**config.mk**
```make
export PLATFORM = sky130hd
export DESIGN_NAME = volume_weighted_centroid_flat
export DESIGN_NICKNAME = d
export VERILOG_FILES = /design/src/design/vwc_pkg.sv /design/src/design/vwc_req_if.sv /design/src/design/vwc_rsp_if.sv /design/src/design/volume_weighted_centroid.sv /design/src/design/vwc_front.sv /design/src/design/vwc_queue.sv /design/src/design/vwc_accum.sv /design/src/design/vwc_div.sv /design/src/flat_wrapper.sv
export SDC_FILE = /design/constraint.sdc
export NUM_CORES = 2
export LEC_CHECK = 0
export ABC_AREA = 1
export BUFFER_PORTS_ARGS = -buffer_cell sky130_fd_sc_hd__buf_2
export CORE_ASPECT_RATIO = 1.4
export CORE_UTILIZATION = 69
export DETAILED_ROUTE_END_ITERATION = 6
export GPL_TIMING_DRIVEN = 0
export PLACE_DENSITY = 0.87
export SYNTH_ARGS = -nofsm -noshare
export SYNTH_HDL_FRONTEND = slang
export SYNTH_HIERARCHICAL = 1
export SYNTH_SLANG_ARGS = --single-unit
```
**constraint.sdc**
```tcl
create_clock -name clock -period 14.2 [get_ports clock]
set_clock_uncertainty 0.15 [all_clocks]
set_input_delay 3.55 -clock clock [delete_from_list [all_inputs] [get_ports clock]]
set_output_delay 3.55 -clock clock [all_outputs]
set_load 0.005 [all_outputs]
```
**src/design/vwc_pkg.sv**
```systemverilog
`timescale 1ns / 1ps
// ----------------------------------------------------------------------------
// Volume weighted centroid package
// Shared widths, register codes, divider states and the structs that pass
// between the front end, the accumulator, the divider and the top level.
// ----------------------------------------------------------------------------
package vwc_pkg;

   localparam int VALUE_W    = 8;
   localparam int CFG_W      = 11;
   localparam int MOMENT_W   = 48;
   localparam int MASS_W     = 38;
   localparam int COORD_W    = 18;
   localparam int FRAC_W     = 8;
   localparam int NUM_W      = MOMENT_W + FRAC_W;
   localparam int STEP_W     = $clog2(NUM_W);
   localparam int QUEUE_DEPTH = 4;

   localparam int CSR_ADDR_W = 4;
   localparam int CSR_DATA_W = 32;

   localparam logic [CFG_W-1:0] DIM_RESET = CFG_W'(1024);
   localparam logic [STEP_W-1:0] STEP_LAST = STEP_W'(NUM_W - 1);

   // Register indexes, taken from paddr[3:2].
   localparam logic [1:0] REG_VOL_WIDTH  = 2'd0;
   localparam logic [1:0] REG_VOL_HEIGHT = 2'd1;
   localparam logic [1:0] REG_VOL_DEPTH  = 2'd2;

   typedef enum logic [1:0] {
      DIV_IDLE,
      DIV_RUN,
      DIV_DONE
   } div_state_type;

   typedef enum logic [1:0] {
      AXIS_X,
      AXIS_Y,
      AXIS_Z
   } axis_type;

   typedef struct packed {
      logic [CFG_W-1:0] width;
      logic [CFG_W-1:0] height;
      logic [CFG_W-1:0] depth;
   } dims_type;

   typedef struct packed {
      logic interior;
      logic last;
   } tag_type;

   typedef struct packed {
      logic [MOMENT_W-1:0] moment_x;
      logic [MOMENT_W-1:0] moment_y;
      logic [MOMENT_W-1:0] moment_z;
      logic [MASS_W-1:0]   mass;
   } sums_type;

endpackage

```
**src/design/vwc_req_if.sv**
```systemverilog
`timescale 1ns / 1ps
// ----------------------------------------------------------------------------
// Voxel request channel
// Valid/ready channel that carries one voxel intensity per beat.
// ----------------------------------------------------------------------------
interface vwc_req_if;
   logic                        valid;
   logic                        ready;
   logic [vwc_pkg::VALUE_W-1:0] voxel_value;

   modport source (output valid, output voxel_value, input ready);
   modport sink (input valid, input voxel_value, output ready);
endinterface

```
**src/design/vwc_rsp_if.sv**
```systemverilog
`timescale 1ns / 1ps
// ----------------------------------------------------------------------------
// Centroid response channel
// Valid/ready channel that carries one centroid result per beat.
// ----------------------------------------------------------------------------
interface vwc_rsp_if;
   logic                        valid;
   logic                        ready;
   logic [vwc_pkg::COORD_W-1:0] centroid_x;
   logic [vwc_pkg::COORD_W-1:0] centroid_y;
   logic [vwc_pkg::COORD_W-1:0] centroid_z;
   logic                        empty_volume;

   modport source (output valid, output centroid_x, output centroid_y,
                   output centroid_z, output empty_volume, input ready);
   modport sink (input valid, input centroid_x, input centroid_y,
                 input centroid_z, input empty_volume, output ready);
endinterface

```
**src/design/volume_weighted_centroid.sv**
```systemverilog
`timescale 1ns / 1ps
// ----------------------------------------------------------------------------
// Volume weighted centroid
// Streams the voxels of a volume and returns the intensity weighted centroid
// of its interior, with 8 fraction bits, once per volume.
// ----------------------------------------------------------------------------
//
//   Channel   Direction  Beat contents
//   --------  ---------  ---------------------------------------------------
//   req_chan  in         voxel_value, one voxel in raster order, x fastest
//   rsp_chan  out        centroid_x/y/z and empty_volume, one per volume
//   csr_*     in/out     APB registers vol_width, vol_height, vol_depth
//
// The block takes one voxel beat per cycle while the voxel queue has room.
// The last voxel of a volume hands its sums to a shared restoring divider
// that works through the x, y and z axes in turn.
// Voxels of the next volume keep flowing while the divider works; only the
// next volume's last voxel waits if the previous result is still pending.
// Reset is synchronous: it restores all three dimensions to 1024 and clears
// the positions, the sums, the queue and the divider; no clearing pass.
// ----------------------------------------------------------------------------
module volume_weighted_centroid #(
   parameter int MAX_DIM = 1024
) (
   input  logic                             clock,
   input  logic                             reset,
   vwc_req_if.sink                          req_chan,
   vwc_rsp_if.source                        rsp_chan,
   input  logic                             csr_psel,
   input  logic                             csr_penable,
   input  logic                             csr_pwrite,
   input  logic [vwc_pkg::CSR_ADDR_W-1:0]   csr_paddr,
   input  logic [vwc_pkg::CSR_DATA_W-1:0]   csr_pwdata,
   output logic [vwc_pkg::CSR_DATA_W-1:0]   csr_prdata,
   output logic                             csr_pready
);

   // Position counters only need to reach MAX_DIM - 1.
   localparam int POS_W   = $clog2(MAX_DIM);
   localparam int ENTRY_W = vwc_pkg::VALUE_W + 3 * POS_W + $bits(vwc_pkg::tag_type);

   vwc_pkg::dims_type  dims_ff;
   logic [1:0]         reg_index;
   logic               csr_write;

   logic               push_valid, push_ready;
   logic [ENTRY_W-1:0] push_data;
   logic               pop_valid, pop_ready;
   logic [ENTRY_W-1:0] pop_data;
   logic               start_valid, start_ready;
   vwc_pkg::sums_type  start_sums;

   // ------------------------------------------------------------------------
   // Configuration registers. The APB port never waits, so a write lands at
   // the access cycle. Addresses past the last register are ignored on write
   // and read back as zero.
   // ------------------------------------------------------------------------
   assign csr_pready = 1'b1;
   assign reg_index  = csr_paddr[3:2];
   assign csr_write  = csr_psel && csr_penable && csr_pwrite && csr_pready;

   always_ff @(posedge clock) begin
      if (reset) begin
         dims_ff.width  <= vwc_pkg::DIM_RESET;
         dims_ff.height <= vwc_pkg::DIM_RESET;
         dims_ff.depth  <= vwc_pkg::DIM_RESET;
      end else if (csr_write) begin
         unique case (reg_index)
            vwc_pkg::REG_VOL_WIDTH:  dims_ff.width  <= csr_pwdata[vwc_pkg::CFG_W-1:0];
            vwc_pkg::REG_VOL_HEIGHT: dims_ff.height <= csr_pwdata[vwc_pkg::CFG_W-1:0];
            vwc_pkg::REG_VOL_DEPTH:  dims_ff.depth  <= csr_pwdata[vwc_pkg::CFG_W-1:0];
            default: begin
            end
         endcase
      end
   end

   always_comb begin
      unique case (reg_index)
         vwc_pkg::REG_VOL_WIDTH:  csr_prdata = vwc_pkg::CSR_DATA_W'(dims_ff.width);
         vwc_pkg::REG_VOL_HEIGHT: csr_prdata = vwc_pkg::CSR_DATA_W'(dims_ff.height);
         vwc_pkg::REG_VOL_DEPTH:  csr_prdata = vwc_pkg::CSR_DATA_W'(dims_ff.depth);
         default:                 csr_prdata = '0;
      endcase
   end

   // ------------------------------------------------------------------------
   // Front end: raster position tracking and interior / last tagging.
   // ------------------------------------------------------------------------
   vwc_front #(
      .MAX_DIM (MAX_DIM),
      .POS_W   (POS_W),
      .ENTRY_W (ENTRY_W)
   ) u_front (
      .clock      (clock),
      .reset      (reset),
      .dims       (dims_ff),
      .req_chan   (req_chan),
      .push_valid (push_valid),
      .push_data  (push_data),
      .push_ready (push_ready)
   );

   // ------------------------------------------------------------------------
   // Queue between the tagged voxels and the accumulator.
   // ------------------------------------------------------------------------
   vwc_queue #(
      .WIDTH (ENTRY_W)
   ) u_queue (
      .clock      (clock),
      .reset      (reset),
      .push_valid (push_valid),
      .push_data  (push_data),
      .push_ready (push_ready),
      .pop_valid  (pop_valid),
      .pop_data   (pop_data),
      .pop_ready  (pop_ready)
   );

   // ------------------------------------------------------------------------
   // Back end: moment and mass accumulation, then the divider, which also
   // serves as the output register of the response channel.
   // ------------------------------------------------------------------------
   vwc_accum #(
      .POS_W   (POS_W),
      .ENTRY_W (ENTRY_W)
   ) u_accum (
      .clock       (clock),
      .reset       (reset),
      .pop_valid   (pop_valid),
      .pop_data    (pop_data),
      .pop_ready   (pop_ready),
      .start_valid (start_valid),
      .start_sums  (start_sums),
      .start_ready (start_ready)
   );

   vwc_div u_div (
      .clock       (clock),
      .reset       (reset),
      .start_valid (start_valid),
      .start_sums  (start_sums),
      .start_ready (start_ready),
      .rsp_chan    (rsp_chan)
   );

endmodule

```
**src/design/vwc_front.sv**
```systemverilog
`timescale 1ns / 1ps
// ----------------------------------------------------------------------------
// Volume weighted centroid front end
// Tracks the raster position of each voxel beat and tags it as interior
// and as the last voxel of the volume before pushing it into the queue.
// ----------------------------------------------------------------------------
module vwc_front #(
   parameter int MAX_DIM = 1024,
   parameter int POS_W   = $clog2(MAX_DIM),
   parameter int ENTRY_W = vwc_pkg::VALUE_W + 3 * POS_W + $bits(vwc_pkg::tag_type)
) (
   input  logic               clock,
   input  logic               reset,
   input  vwc_pkg::dims_type  dims,
   vwc_req_if.sink            req_chan,
   output logic               push_valid,
   output logic [ENTRY_W-1:0] push_data,
   input  logic               push_ready
);

   localparam int DIM_W = $clog2(MAX_DIM + 1);
   localparam int CMP_W = (DIM_W > vwc_pkg::CFG_W) ? DIM_W : vwc_pkg::CFG_W;

   logic [POS_W-1:0] pos_x_ff, pos_y_ff, pos_z_ff;
   logic [POS_W-1:0] pos_x_in, pos_y_in, pos_z_in;
   logic [CMP_W-1:0] dim_w, dim_h, dim_d;
   logic             end_x, end_y, end_z;
   logic             accept;
   vwc_pkg::tag_type tag;

   // Dimensions are clamped to 1..MAX_DIM before use.
   function automatic logic [CMP_W-1:0] clamp_dim(input logic [vwc_pkg::CFG_W-1:0] v);
      logic [CMP_W-1:0] ext;
      ext = CMP_W'(v);
      if (ext == '0) begin
         return CMP_W'(1);
      end
      if (ext > CMP_W'(MAX_DIM)) begin
         return CMP_W'(MAX_DIM);
      end
      return ext;
   endfunction

   function automatic logic is_interior(input logic [POS_W-1:0] p,
                                        input logic [CMP_W-1:0] n);
      logic [CMP_W-1:0] pe;
      pe = CMP_W'(p);
      return (pe != '0) && (n >= CMP_W'(3)) && (pe <= n - CMP_W'(2));
   endfunction

   assign dim_w = clamp_dim(dims.width);
   assign dim_h = clamp_dim(dims.height);
   assign dim_d = clamp_dim(dims.depth);

   assign end_x = CMP_W'(pos_x_ff) >= dim_w - CMP_W'(1);
   assign end_y = CMP_W'(pos_y_ff) >= dim_h - CMP_W'(1);
   assign end_z = CMP_W'(pos_z_ff) >= dim_d - CMP_W'(1);

   assign tag.interior = is_interior(pos_x_ff, dim_w) && is_interior(pos_y_ff, dim_h) &&
                         is_interior(pos_z_ff, dim_d);
   assign tag.last     = end_x && end_y && end_z;

   assign push_valid     = req_chan.valid;
   assign req_chan.ready = push_ready;
   assign push_data      = {req_chan.voxel_value, pos_x_ff, pos_y_ff, pos_z_ff, tag};
   assign accept         = req_chan.valid && push_ready;

   always_comb begin
      pos_x_in = pos_x_ff;
      pos_y_in = pos_y_ff;
      pos_z_in = pos_z_ff;
      if (tag.last) begin
         pos_x_in = '0;
         pos_y_in = '0;
         pos_z_in = '0;
      end else if (!end_x) begin
         pos_x_in = pos_x_ff + POS_W'(1);
      end else begin
         pos_x_in = '0;
         if (!end_y) begin
            pos_y_in = pos_y_ff + POS_W'(1);
         end else begin
            pos_y_in = '0;
            pos_z_in = pos_z_ff + POS_W'(1);
         end
      end
   end

   always_ff @(posedge clock) begin
      if (reset) begin
         pos_x_ff <= '0;
         pos_y_ff <= '0;
         pos_z_ff <= '0;
      end else if (accept) begin
         pos_x_ff <= pos_x_in;
         pos_y_ff <= pos_y_in;
         pos_z_ff <= pos_z_in;
      end
   end

endmodule

```
**src/design/vwc_queue.sv**
```systemverilog
`timescale 1ns / 1ps
// ----------------------------------------------------------------------------
// Volume weighted centroid queue
// Small register FIFO that decouples the position tracker from the
// accumulator so that each side can stall on its own.
// ----------------------------------------------------------------------------
module vwc_queue #(
   parameter int WIDTH = 8
) (
   input  logic             clock,
   input  logic             reset,
   input  logic             push_valid,
   input  logic [WIDTH-1:0] push_data,
   output logic             push_ready,
   output logic             pop_valid,
   output logic [WIDTH-1:0] pop_data,
   input  logic             pop_ready
);

   localparam int PTR_W = $clog2(vwc_pkg::QUEUE_DEPTH);
   localparam int CNT_W = $clog2(vwc_pkg::QUEUE_DEPTH + 1);

   logic [WIDTH-1:0] slot_ff [vwc_pkg::QUEUE_DEPTH];
   logic [PTR_W-1:0] wr_ptr_ff, rd_ptr_ff;
   logic [CNT_W-1:0] count_ff;
   logic             do_push, do_pop;

   assign push_ready = count_ff != CNT_W'(vwc_pkg::QUEUE_DEPTH);
   assign pop_valid  = count_ff != '0;
   assign pop_data   = slot_ff[rd_ptr_ff];
   assign do_push    = push_valid && push_ready;
   assign do_pop     = pop_valid && pop_ready;

   always_ff @(posedge clock) begin
      if (do_push) begin
         slot_ff[wr_ptr_ff] <= push_data;
      end
   end

   always_ff @(posedge clock) begin
      if (reset) begin
         wr_ptr_ff <= '0;
         rd_ptr_ff <= '0;
         count_ff  <= '0;
      end else begin
         if (do_push) begin
            wr_ptr_ff <= (wr_ptr_ff == PTR_W'(vwc_pkg::QUEUE_DEPTH - 1)) ? '0 :
                         wr_ptr_ff + PTR_W'(1);
         end
         if (do_pop) begin
            rd_ptr_ff <= (rd_ptr_ff == PTR_W'(vwc_pkg::QUEUE_DEPTH - 1)) ? '0 :
                         rd_ptr_ff + PTR_W'(1);
         end
         if (do_push && !do_pop) begin
            count_ff <= count_ff + CNT_W'(1);
         end else if (do_pop && !do_push) begin
            count_ff <= count_ff - CNT_W'(1);
         end
      end
   end

endmodule

```
**src/design/vwc_accum.sv**
```systemverilog
`timescale 1ns / 1ps
// ----------------------------------------------------------------------------
// Volume weighted centroid accumulator
// Adds value times position and the value itself for interior voxels, and
// hands the finished sums to the divider at the last voxel of a volume.
// ----------------------------------------------------------------------------
module vwc_accum #(
   parameter int POS_W   = 10,
   parameter int ENTRY_W = vwc_pkg::VALUE_W + 3 * POS_W + $bits(vwc_pkg::tag_type)
) (
   input  logic               clock,
   input  logic               reset,
   input  logic               pop_valid,
   input  logic [ENTRY_W-1:0] pop_data,
   output logic               pop_ready,
   output logic               start_valid,
   output vwc_pkg::sums_type  start_sums,
   input  logic               start_ready
);

   localparam int PROD_W = vwc_pkg::VALUE_W + POS_W;

   logic [vwc_pkg::VALUE_W-1:0] value;
   logic [POS_W-1:0]            pos_x, pos_y, pos_z;
   vwc_pkg::tag_type            tag;
   logic [PROD_W-1:0]           prod_x, prod_y, prod_z;
   vwc_pkg::sums_type           sums_ff, sums_in;
   logic                        fire;

   assign {value, pos_x, pos_y, pos_z, tag} = pop_data;

   assign prod_x = PROD_W'(value) * PROD_W'(pos_x);
   assign prod_y = PROD_W'(value) * PROD_W'(pos_y);
   assign prod_z = PROD_W'(value) * PROD_W'(pos_z);

   always_comb begin
      sums_in = sums_ff;
      if (tag.interior) begin
         sums_in.moment_x = sums_ff.moment_x + vwc_pkg::MOMENT_W'(prod_x);
         sums_in.moment_y = sums_ff.moment_y + vwc_pkg::MOMENT_W'(prod_y);
         sums_in.moment_z = sums_ff.moment_z + vwc_pkg::MOMENT_W'(prod_z);
         sums_in.mass     = sums_ff.mass + vwc_pkg::MASS_W'(value);
      end
   end

   // A last voxel waits here until the divider can take the sums.
   assign pop_ready   = !tag.last || start_ready;
   assign start_valid = pop_valid && tag.last;
   assign start_sums  = sums_in;
   assign fire        = pop_valid && pop_ready;

   always_ff @(posedge clock) begin
      if (reset) begin
         sums_ff <= '0;
      end else if (fire) begin
         sums_ff <= tag.last ? '0 : sums_in;
      end
   end

endmodule

```
**src/design/vwc_div.sv**
```systemverilog
`timescale 1ns / 1ps
// ----------------------------------------------------------------------------
// Volume weighted centroid divider
// Restoring divider, one quotient bit per cycle, shared by the three axes.
// It also holds the finished result until the response beat is taken.
// ----------------------------------------------------------------------------
module vwc_div (
   input  logic              clock,
   input  logic              reset,
   input  logic              start_valid,
   input  vwc_pkg::sums_type start_sums,
   output logic              start_ready,
   vwc_rsp_if.source         rsp_chan
);

   vwc_pkg::div_state_type              state_ff, state_in;
   vwc_pkg::axis_type                   axis_ff;
   logic [vwc_pkg::STEP_W-1:0]          step_ff;
   vwc_pkg::sums_type                   sums_ff;
   logic [vwc_pkg::NUM_W-1:0]           num_ff;
   logic [vwc_pkg::MASS_W-1:0]          rem_ff, rem_in;
   logic [vwc_pkg::COORD_W-1:0]         quo_ff, quo_in;
   logic [vwc_pkg::COORD_W-1:0]         cx_ff, cy_ff, cz_ff;
   logic                                empty_ff;
   logic [vwc_pkg::MASS_W:0]            trial, diff;
   logic                                fits;

   assign trial  = {rem_ff, num_ff[vwc_pkg::NUM_W-1]};
   assign diff   = trial - {1'b0, sums_ff.mass};
   assign fits   = trial >= {1'b0, sums_ff.mass};
   assign rem_in = fits ? diff[vwc_pkg::MASS_W-1:0] : trial[vwc_pkg::MASS_W-1:0];
   assign quo_in = {quo_ff[vwc_pkg::COORD_W-2:0], fits};

   always_comb begin
      state_in = state_ff;
      unique case (state_ff)
         vwc_pkg::DIV_IDLE: begin
            if (start_valid) begin
               state_in = (start_sums.mass == '0) ? vwc_pkg::DIV_DONE : vwc_pkg::DIV_RUN;
            end
         end
         vwc_pkg::DIV_RUN: begin
            if (step_ff == vwc_pkg::STEP_LAST && axis_ff == vwc_pkg::AXIS_Z) begin
               state_in = vwc_pkg::DIV_DONE;
            end
         end
         vwc_pkg::DIV_DONE: begin
            if (rsp_chan.ready) begin
               state_in = vwc_pkg::DIV_IDLE;
            end
         end
         default: state_in = vwc_pkg::DIV_IDLE;
      endcase
   end

   always_comb begin
      start_ready           = state_ff == vwc_pkg::DIV_IDLE;
      rsp_chan.valid        = state_ff == vwc_pkg::DIV_DONE;
      rsp_chan.centroid_x   = cx_ff;
      rsp_chan.centroid_y   = cy_ff;
      rsp_chan.centroid_z   = cz_ff;
      rsp_chan.empty_volume = empty_ff;
   end

   always_ff @(posedge clock) begin
      if (reset) begin
         state_ff <= vwc_pkg::DIV_IDLE;
      end else begin
         state_ff <= state_in;
      end
   end

   always_ff @(posedge clock) begin
      unique case (state_ff)
         vwc_pkg::DIV_IDLE: begin
            if (start_valid) begin
               sums_ff  <= start_sums;
               num_ff   <= {start_sums.moment_x, vwc_pkg::FRAC_W'(0)};
               rem_ff   <= '0;
               quo_ff   <= '0;
               step_ff  <= '0;
               axis_ff  <= vwc_pkg::AXIS_X;
               cx_ff    <= '0;
               cy_ff    <= '0;
               cz_ff    <= '0;
               empty_ff <= start_sums.mass == '0;
            end
         end
         vwc_pkg::DIV_RUN: begin
            if (step_ff == vwc_pkg::STEP_LAST) begin
               rem_ff  <= '0;
               quo_ff  <= '0;
               step_ff <= '0;
               unique case (axis_ff)
                  vwc_pkg::AXIS_X: begin
                     cx_ff   <= quo_in;
                     axis_ff <= vwc_pkg::AXIS_Y;
                     num_ff  <= {sums_ff.moment_y, vwc_pkg::FRAC_W'(0)};
                  end
                  vwc_pkg::AXIS_Y: begin
                     cy_ff   <= quo_in;
                     axis_ff <= vwc_pkg::AXIS_Z;
                     num_ff  <= {sums_ff.moment_z, vwc_pkg::FRAC_W'(0)};
                  end
                  default: begin
                     cz_ff <= quo_in;
                  end
               endcase
            end else begin
               num_ff  <= {num_ff[vwc_pkg::NUM_W-2:0], 1'b0};
               rem_ff  <= rem_in;
               quo_ff  <= quo_in;
               step_ff <= step_ff + vwc_pkg::STEP_W'(1);
            end
         end
         default: begin
         end
      endcase
   end

endmodule

```
**src/flat_wrapper.sv**
```systemverilog
// flat-port wrapper written by rule: the top's interface ports become plain ports
module volume_weighted_centroid_flat 
#(
   parameter int MAX_DIM = 1024
)
  (clock, reset, csr_psel, csr_penable, csr_pwrite, csr_paddr, csr_pwdata, csr_prdata, csr_pready, req_chan_valid, req_chan_voxel_value, req_chan_ready, rsp_chan_valid, rsp_chan_centroid_x, rsp_chan_centroid_y, rsp_chan_centroid_z, rsp_chan_empty_volume, rsp_chan_ready);
  vwc_req_if req_chan_i ();
  vwc_rsp_if rsp_chan_i ();
  input  logic clock;
  input  logic reset;
  input  logic csr_psel;
  input  logic csr_penable;
  input  logic csr_pwrite;
  input  logic [vwc_pkg::CSR_ADDR_W-1:0] csr_paddr;
  input  logic [vwc_pkg::CSR_DATA_W-1:0] csr_pwdata;
  output logic [vwc_pkg::CSR_DATA_W-1:0] csr_prdata;
  output logic csr_pready;
  input wire logic [$bits(req_chan_i.valid)-1:0] req_chan_valid;
  input wire logic [$bits(req_chan_i.voxel_value)-1:0] req_chan_voxel_value;
  output wire logic [$bits(req_chan_i.ready)-1:0] req_chan_ready;
  output wire logic [$bits(rsp_chan_i.valid)-1:0] rsp_chan_valid;
  output wire logic [$bits(rsp_chan_i.centroid_x)-1:0] rsp_chan_centroid_x;
  output wire logic [$bits(rsp_chan_i.centroid_y)-1:0] rsp_chan_centroid_y;
  output wire logic [$bits(rsp_chan_i.centroid_z)-1:0] rsp_chan_centroid_z;
  output wire logic [$bits(rsp_chan_i.empty_volume)-1:0] rsp_chan_empty_volume;
  input wire logic [$bits(rsp_chan_i.ready)-1:0] rsp_chan_ready;
  assign req_chan_i.valid = req_chan_valid;
  assign req_chan_i.voxel_value = req_chan_voxel_value;
  assign req_chan_ready = req_chan_i.ready;
  assign rsp_chan_valid = rsp_chan_i.valid;
  assign rsp_chan_centroid_x = rsp_chan_i.centroid_x;
  assign rsp_chan_centroid_y = rsp_chan_i.centroid_y;
  assign rsp_chan_centroid_z = rsp_chan_i.centroid_z;
  assign rsp_chan_empty_volume = rsp_chan_i.empty_volume;
  assign rsp_chan_i.ready = rsp_chan_ready;
  volume_weighted_centroid #(.MAX_DIM(MAX_DIM)) u_core (.clock(clock), .reset(reset), .req_chan(req_chan_i), .rsp_chan(rsp_chan_i), .csr_psel(csr_psel), .csr_penable(csr_penable), .csr_pwrite(csr_pwrite), .csr_paddr(csr_paddr), .csr_pwdata(csr_pwdata), .csr_prdata(csr_prdata), .csr_pready(csr_pready));
endmodule
```
After elaboration in Yosys (flattened, before gate mapping)

Memory sizes are Yosys's and may differ from the RTL's. A register that Yosys moved wholly into a read port is not among the register bits.
Cells that the tools add are included.

Bits in registers: 562
Bits in latches: 0
Logic and storage cells: 204
Memories kept: 1
Memory bits (read-only): 0
Output and inout bits: 90
Memory bits (writable): 160

Memory list:

| name                   | words | width | rd ports | clocked after Yosys merged registers in | wr ports | line            | text |
|---|---|---|---|---|---|---|---|
| u_core.u_queue.slot_ff | 4     | 40    | 1        | 1                                       | 1        | vwc_queue.sv:23 | `logic [WIDTH-1:0] slot_ff [vwc_pkg::QUEUE_DEPTH];` |

Muxes and demuxes: 72
Multiply operators: 3
Shifts and indexed selects: 0
Bitwise gates (word level): 0
$lt $le $gt $ge: 13
Equal/unequal tests: 19
Add/subtract/negate cells: 19
Divide/modulo/power cells: 0
Reductions and logical operators: 51

Operator list:

| kind                  | number |
|---|---|
| $mux 182              | 2 |
| $pmux 56 s2           | 2 |
| $add 48x18->48        | 3 |
| $mux 11               | 12 |
| $mux 18               | 7 |
| $mux 38               | 3 |
| $mux 56               | 2 |
| $pmux 18 s2           | 3 |
| $mux 10               | 8 |
| $pmux 38 s2           | 1 |
| $mul 8x10->18         | 3 |
| $ge 39x38->1          | 1 |
| $add 38x8->38         | 1 |
| $logic_not 38->1      | 1 |
| $sub 38x38->38        | 1 |
| $pmux 17 s2           | 1 |
| $ge 10x11->1          | 3 |
| $ge 11x2->1 const B   | 3 |
| $gt 11x11->1 const B  | 3 |
| $le 10x11->1          | 3 |
| $logic_not 11->1      | 3 |
| $pmux 11 s3           | 1 |
| $sub 11x1->11 const B | 3 |
| $sub 11x2->11 const B | 3 |
| 32 further kinds      | 104 |

Depth between registers and ports, before layout

Word-level depth: 11
Depth in mapped cells: 31
Depth with buffers taken out: 28

By module

Netlist, hierarchy kept.

Modules (own cells, without submodules):

| module                   | area an instance (µm²) | instances | cells an instance |
|---|---|---|---|
| vwc_accum                | 23,192.2               | 1         | 3,740 |
| vwc_div                  | 14,687.8               | 1         | 1,491 |
| vwc_queue                | 6,557.5                | 1         | 456 |
| vwc_front                | 4,575.6                | 1         | 686 |
| volume_weighted_centroid | 1,773.0                | 1         | 271 |

Worst setup path before layout

Ideal clock, no wire load.

Path type: input to output
Start point: input port csr_paddr[3] (netlist name)
End point: output port csr_prdata[10] (netlist name)
Data arrival time: 4,017 ps
Path slack: 6,483 ps
Data required time: 10,500 ps
Stages: 4
Path buffers: 1
Cell sequence: nor2_1 -> buf_2 -> nand2_1 -> nand3_1

Longest elaborated chain between the ends: 2
Elaborated cells between the ends (all ways): 4

RTL lines:

| what                                     | line                           | text |
|---|---|---|
| start: declaration                       | flat_wrapper.sv:14             | `input logic [vwc_pkg::CSR_ADDR_W-1:0] csr_paddr;` |
| $eq 2x2->1, or another cell as far along | volume_weighted_centroid.sv:79 | `unique case (reg_index)` |
| $pmux 11 s3 *                            | volume_weighted_centroid.sv:79 |  |
| end: declaration                         | flat_wrapper.sv:16             | `output logic [vwc_pkg::CSR_DATA_W-1:0] csr_prdata;` |

Every way passes the cells marked *; elsewhere a longest branch is shown, timed or not.

Worst setup path in the final report

Start point: input port csr_paddr[3] (netlist name)
End point: output port csr_prdata[1] (netlist name)

Same word-level chain as after synthesis.

==> insert_results.sql <==
INSERT INTO impl_metrics (metric_group, metric, value, unit) VALUES
('status', 'run_status', 'finished clean', ''),
('clock_tree', 'clockBufferDepth', '3', ''),
('finish', 'final_nets', '7344', ''),
('job', 'total_of_max_cap_violations', '0', ''),
('timing', 'fin_crit_sh', '58.0', '%'),
('synthesis', 'synth.lib_cells_used.distinct', '67', ''),
('grt', 'grt_usage', '42.9', '%'),
('clock_tree', 'clkTransAtPathRegs', '0.06', 'ns'),
('clock_tree', 'clock-sinks', '716', ''),
('timing', 'post-route-worst-setup-slack', '5.96', 'ns'),
('timing', 'max_slew_margin', '9.93', '%'),
('grt', 'grt_antenna_before_repair', '1', ''),
('clock_tree', 'htreeDepth', '3', ''),
('finish', 'area_growth', '8.79', '%'),
('placement', 'detailed_place_hpwl', '123', 'mm'),
('synthesis', 'synthesized_area', '50800', 'um^2'),
('placement', 'placement.io_buffers', '87', ''),
('grt', 'grt_residual_overflow', '0', ''),
('finish', 'layout-drive-gt1-share', '7.30', '%'),
('timing', 'max_freq', '121', 'MHz'),
('floorplan', 'floorplan.die.height', '323', 'um'),
('detailed_routing', 'drt_pre_antenna_iters', '7', ''),
('timing', 'tns', '0', 'ns'),
('timing', 'final_hold_viol_count', '0', ''),
('setup_path', 'crit_path_start_kind', 'input port', ''),
('clock_tree', 'cts_inserted_buffers', '72', ''),
('setup_path', 'crit_path_cell_trace', 'buf_2, inv_2, nor2_2, buf_2, nand2_1, nand3_1, buf_2', ''),
('synthesis', 'post_synth_inst_count', '6644', ''),
('placement', 'gp_routability_congestion', '1.05', ''),
('setup_path', 'critical_path.slowest_cell', 'sky130_fd_sc_hd__buf_2', ''),
('setup_path', 'worst_path_most_repeated_cell', 'sky130_fd_sc_hd__buf_2', ''),
('setup_path', 'critPathMaxStageDelay', '0.22', 'ns'),
('setup_path', 'crit_buf_inv', '4', ''),
('detailed_routing', 'detailed_route_wire_length', '160', 'mm'),
('synthesis', 'number_of_enable_flip_flop_cells_after_synthesis', '460', ''),
('setup_path', 'family_of_cells_with_the_greatest_summed_delay_on_the_critical_path', 'buffers and inverters', ''),
('clock_tree', 'cts.repair.resized', '0', ''),
('clock_tree', 'tritoncts', 'yes', ''),
('floorplan', 'floorplan.die_area', '74700', 'um^2'),
('detailed_routing', 'initialDrtViolationCount', '4833', ''),
('synthesis', 'syn_area_per_cell', '7.64', 'um^2'),
('detailed_routing', 'route.vias.total', '46284', ''),
('grt', 'grt_pass1_vias', '45233', ''),
('placement', 'dpl_worst_slack', '6.05', 'ns'),
('floorplan', 'design.core.area', '72800', 'um^2'),
('detailed_routing', 'detail-route-antenna-nets', '0', ''),
('floorplan', 'die_x', '231', 'um'),
('setup_path', 'cp.required', '10.50', 'ns'),
('setup_path', 'r2r_setup_slk', '6.49', 'ns'),
('setup_path', 'critPathCaptureType', 'output pin', ''),
('synthesis', 'yosysSeqAreaShare', '37.3', '%'),
('clock_tree', 'ctsHoldBuffers', '0', ''),
('clock_tree', 'clock_latency', '0.66', 'ns'),
('timing', 'final-setup-viol-count', '0', ''),
('timing', 'period_needed', '8.24', 'ns'),
('setup_path', 'critPathKind', 'input port to output pin', ''),
('hold_path', 'min-delay-path-class', 'flop to flop', ''),
('synthesis', 'synth_seq_cells', '716', ''),
('timing', 'final-max-slew-violation-count', '0', ''),
('timing', 'unrepaired_setup_endpoints_after_global_routing', 'no', ''),
('floorplan', 'row_count', '117', ''),
('detailed_routing', 'vias_per_cell', '5.90', ''),
('synthesis', 'synth-warning-count', '6', ''),
('detailed_routing', 'route.detailed.drc', '0', ''),
('clock_tree', 'post_cts.repair.setup_buffers', '0', ''),
('detailed_routing', 'wl_per_cell', '20.4', 'um'),
('clock_tree', 'clock_tree.root_cell', 'sky130_fd_sc_hd__clkbuf_16', ''),
('synthesis', 'synth_ff_type', 'sky130_fd_sc_hd__edfxtp_1', ''),
('floorplan', 'effective_utilization_at_floorplan', '69.8', '%'),
('finish', 'final_common_cell', 'sky130_fd_sc_hd__nand2_1', ''),
('finish', 'most_frequent_cells_in_the_layout', 'sky130_fd_sc_hd__nand2_1, sky130_fd_sc_hd__inv_1, sky130_fd_sc_hd__nor2_1, sky130_fd_sc_hd__edfxtp_1, sky130_fd_sc_hd__nand3_1', ''),
('timing', 'timing_worst_slew_pin_value', '1.35', 'ns'),
('floorplan', 'io_pins', '141', ''),
('grt', 'grt_start_max_net_pins', '99', ''),
('grt', 'grt_first_pass_wirelength', '243', 'mm'),
('synthesis', 'asyncSetResetFlopFracSynth', '0', '%'),
('setup_path', 'timing.critical_path.fanout_max', '10', ''),
('setup_path', 'worst_ep_arrival_time', '4.54', 'ns');
final timing paths:
kind	from	endpoint	depth (start not counted)
worst max register to register	flop	u_core/u_div/num_ff[52]$_DFFE_PP_	23
worst min-delay path	u_core/u_accum/sums_ff[53]$_SDFFE_PP0P_	u_core/u_accum/sums_ff[53]$_SDFFE_PP0P_	2
worst min register to register	u_core/u_accum/sums_ff[53]$_SDFFE_PP0P_	u_core/u_accum/sums_ff[53]$_SDFFE_PP0P_	2
worst max-delay path	csr_paddr[3]	csr_prdata[1]	7
through the flow:
step	hold slack (ns)	std cells	utilization (%)	cell area [um^2]
after floorplan	0.295	6664	-	50900
after global placement	0.302	7703	72.1	52500
after detailed placement	0.311	7711	72.4	52700
after CTS	0.321	7845	75.9	55200
after global routing	0.332	7845	75.9	55200
final	0.320	7847	75.9	55200
per-layer routing:
layer | track usage, % | part of all wire [%] | vias up
li1 | - | - | 21437
met1 | 43.8 | 32 | 21350
met2 | 73.7 | 48 | 2642
met3 | 7.37 | 8.2 | 855
met4 | 41.7 | 11 | 0
met5 | 0 | 0 | -
synth_stat cells, types with 5 or more instances:
cell type	n	area (um^2)
sky130_fd_sc_hd__nand2_1	1935	7260
sky130_fd_sc_hd__inv_1	1112	4170
sky130_fd_sc_hd__nor2_1	596	2240
sky130_fd_sc_hd__edfxtp_1	460	13800
sky130_fd_sc_hd__nand3_1	356	1780
sky130_fd_sc_hd__a21oi_1	310	1550
sky130_fd_sc_hd__ha_1	265	3320
sky130_fd_sc_hd__dfxtp_1	256	5120
sky130_fd_sc_hd__fa_1	195	3900
sky130_fd_sc_hd__o21ai_0	139	696
sky130_fd_sc_hd__clkbuf_1	104	390
sky130_fd_sc_hd__nand4_1	89	557
sky130_fd_sc_hd__nor3_1	83	415
sky130_fd_sc_hd__xor2_1	67	587
sky130_fd_sc_hd__xnor2_1	56	490
sky130_fd_sc_hd__buf_4	49	368
sky130_fd_sc_hd__and2_1	46	288
sky130_fd_sc_hd__buf_2	45	225
sky130_fd_sc_hd__o22ai_1	45	282
sky130_fd_sc_hd__o21ai_1	42	210
sky130_fd_sc_hd__nand3b_1	31	233
sky130_fd_sc_hd__a221o_1	29	290
sky130_fd_sc_hd__clkbuf_2	27	135
sky130_fd_sc_hd__nand3_2	22	220
sky130_fd_sc_hd__nor2_2	20	125
sky130_fd_sc_hd__buf_1	19	71.3
sky130_fd_sc_hd__o311ai_0	19	166
sky130_fd_sc_hd__or2_2	18	113
sky130_fd_sc_hd__a21boi_0	17	128
sky130_fd_sc_hd__a22oi_1	17	128
sky130_fd_sc_hd__buf_6	17	191
sky130_fd_sc_hd__nand2_2	17	106
sky130_fd_sc_hd__inv_2	14	52.6
sky130_fd_sc_hd__nor3_2	13	130
sky130_fd_sc_hd__nor4_1	13	81.3
sky130_fd_sc_hd__o21bai_1	13	97.6
sky130_fd_sc_hd__o21a_1	12	90.1
sky130_fd_sc_hd__o211ai_1	11	82.6
sky130_fd_sc_hd__a21o_1	6	45.0
sky130_fd_sc_hd__o21ai_2	5	43.8
layout make-up:
type	count	area, um^2
Antenna cell	2	5.00
Buffer	269	1520
Clock buffer	83	1910
Clock inverter	51	638
Fill cell	5479	17500
Inverter	1128	4250
Multi-Input combinational cell	4551	26200
Sequential cell	716	18900
Tap cell	952	1190
Timing Repair Buffer	95	586
worst min-delay path, stage by stage, from the launching register on:
cell and delay, ns:
sky130_fd_sc_hd__dfxtp_1 0.31, sky130_fd_sc_hd__nand2_1 0.06, sky130_fd_sc_hd__a21oi_1 0.05
sequential cells by signal, summed over array words and instances (netlist names), 10 cells and up, named ones only:
signal                            count
u_core/u_div/rsp_chan.centroid_x     18
u_core/u_front/pos_x_ff              10
u_core/u_div/rsp_chan.centroid_z     18
u_core/u_div/num_ff                  48
u_core/u_div/rsp_chan.centroid_y     18
u_core/u_div/rem_ff                  38
u_core/u_front/pos_y_ff              10
u_core/u_div/quo_ff                  17
u_core/u_front/pos_z_ff              10
u_core/u_accum/sums_ff              182
u_core/dims_ff                       33
u_core/u_div/sums_ff                134
u_core/u_queue/slot_ff              160
logic make-up after synthesis:
family | synth area share, %
compound gates | 7.83
other cells | 0.0148
mux | 0.0197
simple gates | 27.1
fa+ha+maj | 14.2
buf+inv | 11.4
flops | 37.3
xor+xnor | 2.19
Power is not shown: default switching activity piles up to over one toggle a cycle in this logic, so the estimate is an artifact.
